[src/hdl/ota_rx_pkg.sv]
// ota_rx_pkg: codes and constants of the over-the-air update receiver
package ota_rx_pkg;

  // transfer phase codes
  localparam logic [1:0] PH_LISTEN   = 2'd0;
  localparam logic [1:0] PH_TRANSFER = 2'd1;
  localparam logic [1:0] PH_FINISHED = 2'd2;

  // acknowledgement codes
  typedef enum logic [2:0] {
    ACK_OK      = 3'd0,
    ACK_BUSY    = 3'd1,
    ACK_DENIED  = 3'd2,
    ACK_UNKNOWN = 3'd3,
    ACK_OOO     = 3'd4,
    ACK_ERR     = 3'd5
  } ack_code_e;

  // packet type bytes
  localparam logic [7:0] PKT_INIT   = 8'h00;
  localparam logic [7:0] PKT_DATA   = 8'h01;
  localparam logic [7:0] PKT_REBOOT = 8'h02;
  localparam logic [7:0] PKT_RESET  = 8'hf1;

  // header bytes counted in the length byte
  localparam logic [7:0] HDR_LEN = 8'd5;

  // event kinds on the func field
  localparam logic FUNC_RX      = 1'b0;
  localparam logic FUNC_TX_DONE = 1'b1;

endpackage

[src/hdl/ota_update_receiver_top.sv]
// ota_update_receiver_top: packet decode and transfer control of the update receiver
//
// Usage: each input item is either a received packet (func_i = 0) or the end of an
// acknowledgement transmission (func_i = 1). The block answers every item with one
// result item carrying the ack code, erase and flash write requests and the reboot
// request. The flash write outcome for a data packet arrives with the packet itself.
// Channels: in_valid_i / in_stall_o for items, out_valid_o / out_stall_i for results;
// an item moves at a rising edge where valid is high and stall is low.
// Path: an accepted item passes the input register, then decode and state update into
// the result register.
// Throughput: one item per cycle while the receiver does not stall, set by the single register stage of decode logic.
// Reset: phase returns to listening, counts clear, acks are armed, both stages empty.
// Stall: while the receiver stalls, the result register holds; one more item is
// taken into the input register and then in_stall_o rises until the result leaves.
module ota_update_receiver_top #(
  parameter int unsigned MAX_PAYLOAD = 56,
  localparam int unsigned LenW = $clog2(MAX_PAYLOAD + 1)
) (
  input  logic            clk_i,
  input  logic            rst_ni,
  // input item channel
  input  logic            in_valid_i,
  output logic            in_stall_o,
  input  logic            func_i,
  input  logic [7:0]      pkt_type_i,
  input  logic [15:0]     seq_or_count_i,
  input  logic [15:0]     flash_address_i,
  input  logic [7:0]      pkt_length_i,
  input  logic            write_ok_i,
  // result item channel
  output logic            out_valid_o,
  input  logic            out_stall_i,
  output logic            ack_valid_o,
  output logic [2:0]      ack_code_o,
  output logic            erase_req_o,
  output logic            write_req_o,
  output logic [15:0]     write_address_o,
  output logic [LenW-1:0] write_length_o,
  output logic            reboot_req_o
);

  localparam logic [7:0] MaxLen = 8'(MAX_PAYLOAD);

  // input register
  logic        in_valid_q;
  logic        func_q;
  logic [7:0]  pkt_type_q;
  logic [15:0] seq_q;
  logic [15:0] addr_q;
  logic [7:0]  len_q;
  logic        wok_q;

  // transfer state
  logic [1:0]  phase_q, phase_d;
  logic [15:0] total_q, total_d;
  logic [15:0] rcvd_q, rcvd_d;
  logic        ack_ready_q, ack_ready_d;

  // result register
  logic            out_valid_q;
  logic            ack_valid_q, ack_valid_d;
  logic [2:0]      ack_code_q, ack_code_d;
  logic            erase_q, erase_d;
  logic            wreq_q, wreq_d;
  logic [15:0]     waddr_q, waddr_d;
  logic [LenW-1:0] wlen_q, wlen_d;
  logic            reboot_q, reboot_d;

  logic        advance;
  logic        process;
  logic [16:0] seq_next;
  logic        in_order;
  logic [7:0]  pay_len;
  logic [7:0]  pay_clamp;
  ota_rx_pkg::ack_code_e code;

  // pipeline flow
  assign advance    = !out_valid_q || !out_stall_i;
  assign process    = advance && in_valid_q;
  assign in_stall_o = in_valid_q && !advance;

  // input register load
  always_ff @(posedge clk_i or negedge rst_ni) begin
    if (!rst_ni) begin
      in_valid_q <= 1'b0;
    end else if (!in_stall_o) begin
      in_valid_q <= in_valid_i;
    end
  end

  always_ff @(posedge clk_i) begin
    if (in_valid_i && !in_stall_o) begin
      func_q     <= func_i;
      pkt_type_q <= pkt_type_i;
      seq_q      <= seq_or_count_i;
      addr_q     <= flash_address_i;
      len_q      <= pkt_length_i;
      wok_q      <= write_ok_i;
    end
  end

  // sequence check and payload length
  assign seq_next  = {1'b0, rcvd_q} + 17'd1;
  assign in_order  = ({1'b0, seq_q} == seq_next) && (seq_q <= total_q);
  assign pay_len   = (len_q >= ota_rx_pkg::HDR_LEN) ? (len_q - ota_rx_pkg::HDR_LEN) : 8'd0;
  assign pay_clamp = (pay_len > MaxLen) ? MaxLen : pay_len;

  // event decode and next state
  always_comb begin
    phase_d     = phase_q;
    total_d     = total_q;
    rcvd_d      = rcvd_q;
    ack_ready_d = ack_ready_q;
    code        = ota_rx_pkg::ACK_ERR;
    erase_d     = 1'b0;
    wreq_d      = 1'b0;
    waddr_d     = '0;
    wlen_d      = '0;
    reboot_d    = 1'b0;
    ack_valid_d = 1'b0;
    ack_code_d  = '0;
    if (func_q == ota_rx_pkg::FUNC_TX_DONE) begin
      reboot_d    = (phase_q == ota_rx_pkg::PH_FINISHED);
      ack_ready_d = 1'b1;
    end else begin
      case (pkt_type_q)
        ota_rx_pkg::PKT_INIT: begin
          if (phase_q == ota_rx_pkg::PH_LISTEN) begin
            total_d = seq_q;
            rcvd_d  = '0;
            erase_d = 1'b1;
            phase_d = ota_rx_pkg::PH_TRANSFER;
            code    = ota_rx_pkg::ACK_OK;
          end else begin
            code = ota_rx_pkg::ACK_BUSY;
          end
        end
        ota_rx_pkg::PKT_DATA: begin
          if (phase_q != ota_rx_pkg::PH_TRANSFER) begin
            code = ota_rx_pkg::ACK_DENIED;
          end else if (!in_order) begin
            code = ota_rx_pkg::ACK_OOO;
          end else begin
            wreq_d  = 1'b1;
            waddr_d = addr_q;
            wlen_d  = pay_clamp[LenW-1:0];
            if (wok_q) begin
              code   = ota_rx_pkg::ACK_OK;
              rcvd_d = seq_next[15:0];
            end
            // last packet finishes even when its write failed
            if (seq_q == total_q) begin
              code    = ota_rx_pkg::ACK_OK;
              phase_d = ota_rx_pkg::PH_FINISHED;
            end
          end
        end
        ota_rx_pkg::PKT_RESET: begin
          phase_d = ota_rx_pkg::PH_LISTEN;
          code    = ota_rx_pkg::ACK_OK;
        end
        ota_rx_pkg::PKT_REBOOT: begin
          phase_d = ota_rx_pkg::PH_FINISHED;
          code    = ota_rx_pkg::ACK_OK;
        end
        default: begin
          code = ota_rx_pkg::ACK_UNKNOWN;
        end
      endcase
      // one ack in flight at a time
      if (ack_ready_q) begin
        ack_valid_d = 1'b1;
        ack_code_d  = code;
        ack_ready_d = 1'b0;
      end
    end
  end

  // transfer state update
  always_ff @(posedge clk_i or negedge rst_ni) begin
    if (!rst_ni) begin
      phase_q     <= ota_rx_pkg::PH_LISTEN;
      total_q     <= '0;
      rcvd_q      <= '0;
      ack_ready_q <= 1'b1;
    end else if (process) begin
      phase_q     <= phase_d;
      total_q     <= total_d;
      rcvd_q      <= rcvd_d;
      ack_ready_q <= ack_ready_d;
    end
  end

  // result register
  always_ff @(posedge clk_i or negedge rst_ni) begin
    if (!rst_ni) begin
      out_valid_q <= 1'b0;
    end else if (advance) begin
      out_valid_q <= in_valid_q;
    end
  end

  always_ff @(posedge clk_i) begin
    if (process) begin
      ack_valid_q <= ack_valid_d;
      ack_code_q  <= ack_code_d;
      erase_q     <= erase_d;
      wreq_q      <= wreq_d;
      waddr_q     <= waddr_d;
      wlen_q      <= wlen_d;
      reboot_q    <= reboot_d;
    end
  end

  assign out_valid_o     = out_valid_q;
  assign ack_valid_o     = ack_valid_q;
  assign ack_code_o      = ack_code_q;
  assign erase_req_o     = erase_q;
  assign write_req_o     = wreq_q;
  assign write_address_o = waddr_q;
  assign write_length_o  = wlen_q;
  assign reboot_req_o    = reboot_q;

  // a sent ack disarms further acks until transmit done
  assert property (@(posedge clk_i) disable iff (!rst_ni)
    (process && func_q == ota_rx_pkg::FUNC_RX && ack_ready_q) |=> !ack_ready_q)
    else $error("ack not disarmed after sending");

  // a reboot request only comes from a transmit-done item, which has no ack
  assert property (@(posedge clk_i) disable iff (!rst_ni)
    (out_valid_o && reboot_req_o) |-> (!ack_valid_o && !erase_req_o && !write_req_o))
    else $error("reboot request mixed with packet result");

  // write fields are zero without a write request
  assert property (@(posedge clk_i) disable iff (!rst_ni)
    (out_valid_o && !write_req_o) |-> (write_address_o == '0 && write_length_o == '0))
    else $error("write fields set without write request");

  // erase and write never in the same result
  assert property (@(posedge clk_i) disable iff (!rst_ni)
    out_valid_o |-> !(erase_req_o && write_req_o))
    else $error("erase and write requested together");

endmodule
[config.mk]
export PLATFORM = sky130hd
export DESIGN_NAME = ota_update_receiver_top
export DESIGN_NICKNAME = d
export VERILOG_FILES = /design/src/hdl/ota_rx_pkg.sv /design/src/hdl/ota_update_receiver_top.sv
export SDC_FILE = /design/constraint.sdc
export NUM_CORES = 1
export LEC_CHECK = 0
export ABC_AREA = 1
export BUFFER_PORTS_ARGS = -buffer_cell sky130_fd_sc_hd__buf_2
export CORE_MARGIN = 4
export CORE_UTILIZATION = 57
export CTS_CLUSTER_DIAMETER = 120
export CTS_CLUSTER_SIZE = 25
export DETAILED_ROUTE_END_ITERATION = 6
export PLACE_DENSITY_LB_ADDON = 0.12
export SYNTH_ARGS = -nofsm -noshare
export SYNTH_HDL_FRONTEND = slang
export SYNTH_SLANG_ARGS = --single-unit
[constraint.sdc]
create_clock -name clk_i -period 4.27 [get_ports clk_i]
set_input_delay 0.2135 -clock clk_i [delete_from_list [all_inputs] [get_ports clk_i]]
set_output_delay 0.2135 -clock clk_i [all_outputs]
set_load 0.03 [all_outputs]
==> summary.txt <==
Detailed routing
  • DR WL/cell: 14.84 um
  • Routed via count: 4553
  • Initial DRC Count: 371
  • Via-to-Cell Ratio: between 5 and 6
  • Number of routed nets with antenna violations: 0
  • # DRC: 0
  • DRT Pass-1 Iters: 6
  • DRT Wirelength: 13.34 mm

Critical path
  • Startpoint Class: register
  • CP max stage cell: dfrtp_1
  • Crit-path max FO: 16
  • Worst Setup End Kind: register
  • Most common cell on crit path: nand2_1
  • WS Path Type: register to register
  • CP Cell Sequence: ha_1, nand2_1, nor2_2, nand2_1, nand2_1, nand2_1, nand2_1, nand3_1, nor2_1, nand2_1, nor2_2, nand2_2, nand2_2, nand2_2, nand2_1, nand2_1
  • Worst EP arrival: 3.14 ns
  • CP peak stage delay: around 0.45 ns
  • Worst Path Required: 4.67 ns
  • R2R cell count: 16

Finish
  • Layout cells sized above 1: a little under a fifth
  • Multi-input logic area: 1949 um2
  • Post-route cell area: 7333 um2
  • Fill cell count: 632
  • FF/Latch Area: 3299 um2
  • N_diodes: 0
  • Final net count: 826
  • Area Overhead vs Synth: 30.07%

Timing
  • RSZ-0062 raised after global routing: false
  • Slew Limit Headroom: 35.98%
  • Final Setup Violations: 0
  • Hold Fails Final Rpt: 0
  • Slew @ Worst Pin: approximately 0.96 ns
  • Minimum clock period: roughly 2.7 ns
  • Max Transition Viols Final: 0
  • Clk_skew: 0.009575 ns
  • Final period utilization: 64.15%
  • TNS Setup: 0 ns
  • Maximum clock rate: 0.3651 GHz

Pwr
  • Clk pwr share: 46.5%
  • VDD IR max: 0.3256 mV
  • Switching pwr: approximately 0.76 mW
  • Internal Pwr Total: about 2.3 mW
  • Share of power burned in registers: between 40 and 50%
  • Sw Ratio: 24.86%
  • Pleak: 3.423 nW
  • Power Density: ~420 nW/um2
  • Comb pwr share: 10.1%

Floorplanning
  • IO Pins: 85
  • Die area: around 12000 um2
  • Placeable Area: 9684 um2
  • Die Span Y: 107.5 um
  • Die W: 107.5 um
  • Count of standard-cell rows: 36
  • Initial Util: about three fifths

Placed design
  • Post-DP Area: between 6000 and 7000 um2
  • GP Congestion: 0.9378
  • Port bufs: 84
  • Post-DP HPWL: 8.030 mm

Global route
  • Total GRT Usage: 25.09%
  • Antenna violations before repair: 0
  • Largest net degree at the start of global routing: 51
  • Vias in the first global route: 4704
  • Remaining global-route overflow: 0
  • First-pass GRT wire length: between 20 and 25 mm

Synth
  • Post-synth EDFFs: 79
  • Yosys reg bits: 116
  • Top area cells in the synthesized netlist: edfxtp_1 42%, dfrtp_1 16%, nand2_1 11%
  • Synth area leader: edfxtp_1
  • Async SR Flop Fraction: 31.90%
  • Sequential share of the synthesized area: approximately three fifths
  • Unique masters post-synth: 34
  • Post-synth top cells: 162 x nand2_1, 91 x inv_1, 79 x edfxtp_1
  • Syn nets: 675
  • Ys Warns: 0
  • Share of the synthesized area in the top cell type: 42.08%
  • Avg Inst Size Synth: 9.365 um2
  • Top-count cell post-synth: nand2_1
  • Prevailing post-synth register cell: edfxtp_1
  • Cells after synthesis: approximately 600
  • Mapped Area: 5638 um2

Clock tree
  • Clock transition at path regs: 0.06 ns
  • CTS Sinks: 116
  • CTS resizes: 0
  • Post-CTS Setup Inserts: 0
  • CTS Root Cell: clkbuf_8
  • Skew-Pair Late Insertion Delay: ~0.52 ns
  • CTS buffer count: 17
  • CTS tree: done
  • H-tree depth: 4
  • Hold buffers post-CTS: 53
  • CTS Buffer Depth: 2

Job
  • Count of max-cap constraint violations: 0

Hold path
  • Worst min-delay path class: primary input to async pin

Outcome
  • Status: complete, no violations
state kept, by name, indices dropped and copies added, names as in the netlist:
signal / count
wok_q: 1
ack_ready_q: 1
erase_req_o: 1
in_valid_q: 1
func_q: 1
len_q: 8
rcvd_q: 16
reboot_req_o: 1
seq_q: 16
pkt_type_q: 8
ack_code_o: 3
out_valid_o: 1
write_address_o: 16
phase_q: 2
ack_valid_o: 1
write_req_o: 1
total_q: 16
write_length_o: 6
addr_q: 16
power groups by stage:
| stage | Combinational [mW] | Clock (mW) | Sequential, mW |
|---|---|---|---|
| after floorplan | 0.113 | 0 | 1.40 |
| after global placement | 0.256 | 0 | 1.34 |
| after detailed placement | 0.262 | 0 | 1.35 |
| after CTS | 0.304 | 1.43 | 1.33 |
| after global routing | 0.339 | 1.50 | 1.33 |
| final | 0.308 | 1.42 | 1.33 |
cell usage in the layout (no fill, tap or decap), drive strengths merged, types with 3 or more instances in the layout:
| cell type | synthesis | final |
|---|---|---|
| nand2 | 167 | 167 |
| inv | 92 | 94 |
| buf | 3 | 87 |
| nor2 | 80 | 80 |
| edfxtp | 79 | 79 |
| dlygate4sd3 | 0 | 53 |
| nand3 | 47 | 47 |
| dfrtp | 36 | 36 |
| ha | 19 | 19 |
| o21ai | 18 | 18 |
| clkbuf | 5 | 17 |
| a21oi | 14 | 14 |
| nand4 | 10 | 10 |
| xor2 | 9 | 9 |
| clkinv | 1 | 9 |
| nor3 | 7 | 7 |
| o21bai | 3 | 3 |
| xnor2 | 3 | 3 |
| bufinv | 0 | 3 |
cell type report:
type | instances | area share [%]
clock inverter | 15 | 2.474
inverter | 93 | 4.760
sequential | 116 | 44.99
timing repair buffer | 140 | 13.27
tap | 133 | 2.269
multi-input combinational | 385 | 26.58
clock buffer | 17 | 5.648
path summary, 6_finish.rpt:
path	startpoint	endpoint	slack, ns
max in group asynchronous	rst_ni	total_q[7]	3.35
worst min register to register	total_q[5]	total_q[5]	0.48
worst max-delay path	rcvd_q[0]	rcvd_q[10]	1.53
worst max register to register	rcvd_q[0]	rcvd_q[10]	1.53
worst min-delay path	rst_ni	total_q[2]	0.36
min in group clk_i	pkt_length_i[0]	len_q[0]	0.40
metal layers:
metal / share of wire, % / wire [um] / global-route usage [%]
met1: 39 / 5267 / 28.97
met2: 53 / 7052 / 45.26
met3: 6.4 / 854 / 6.119
met4: 1.3 / 171 / 9.017
met5: 0 / 0 / 0
logic make-up (layout without fill, tap and decap cells):
group | Yosys count | count (layout) | share of synthesized area (%)
and+or+nand+nor | 315 | 315 | 24.37
adders and majority gates | 19 | 19 | 4.217
AOI/OAI and AO/OA | 38 | 38 | 3.684
xor gates and xnor gates | 13 | 13 | 2.264
buffers and inverters | 101 | 265 | 6.946
DFF | 116 | 116 | 58.52
through the flow:
step	total power [mW]	hold slack, ns	utilization (%)	instances	worst slack (ns)
4_1_cts	3.056	0.3730	75.72	899	1.608
3_5_place_dp	1.608	0.3733	64.10	814	1.635
3_3_place_gp	1.600	0.3741	64.10	814	1.748
6_report	3.058	0.3590	75.72	899	1.531
2_1_floorplan	1.510	-0.08209	-	602	1.014
5_1_grt	3.167	0.3949	75.72	899	1.278
worst max-delay path, delay by kind of cell, from the launching register on:
| family | cells | cell delay (ns) |
|---|---|---|
| flip-flops | 1 | 0.45 |
| AND/OR/NAND/NOR | 15 | 1.94 |
| adder cells (fa/ha/maj) | 1 | 0.23 |
Note: power is estimated with default switching activity, not from simulation.
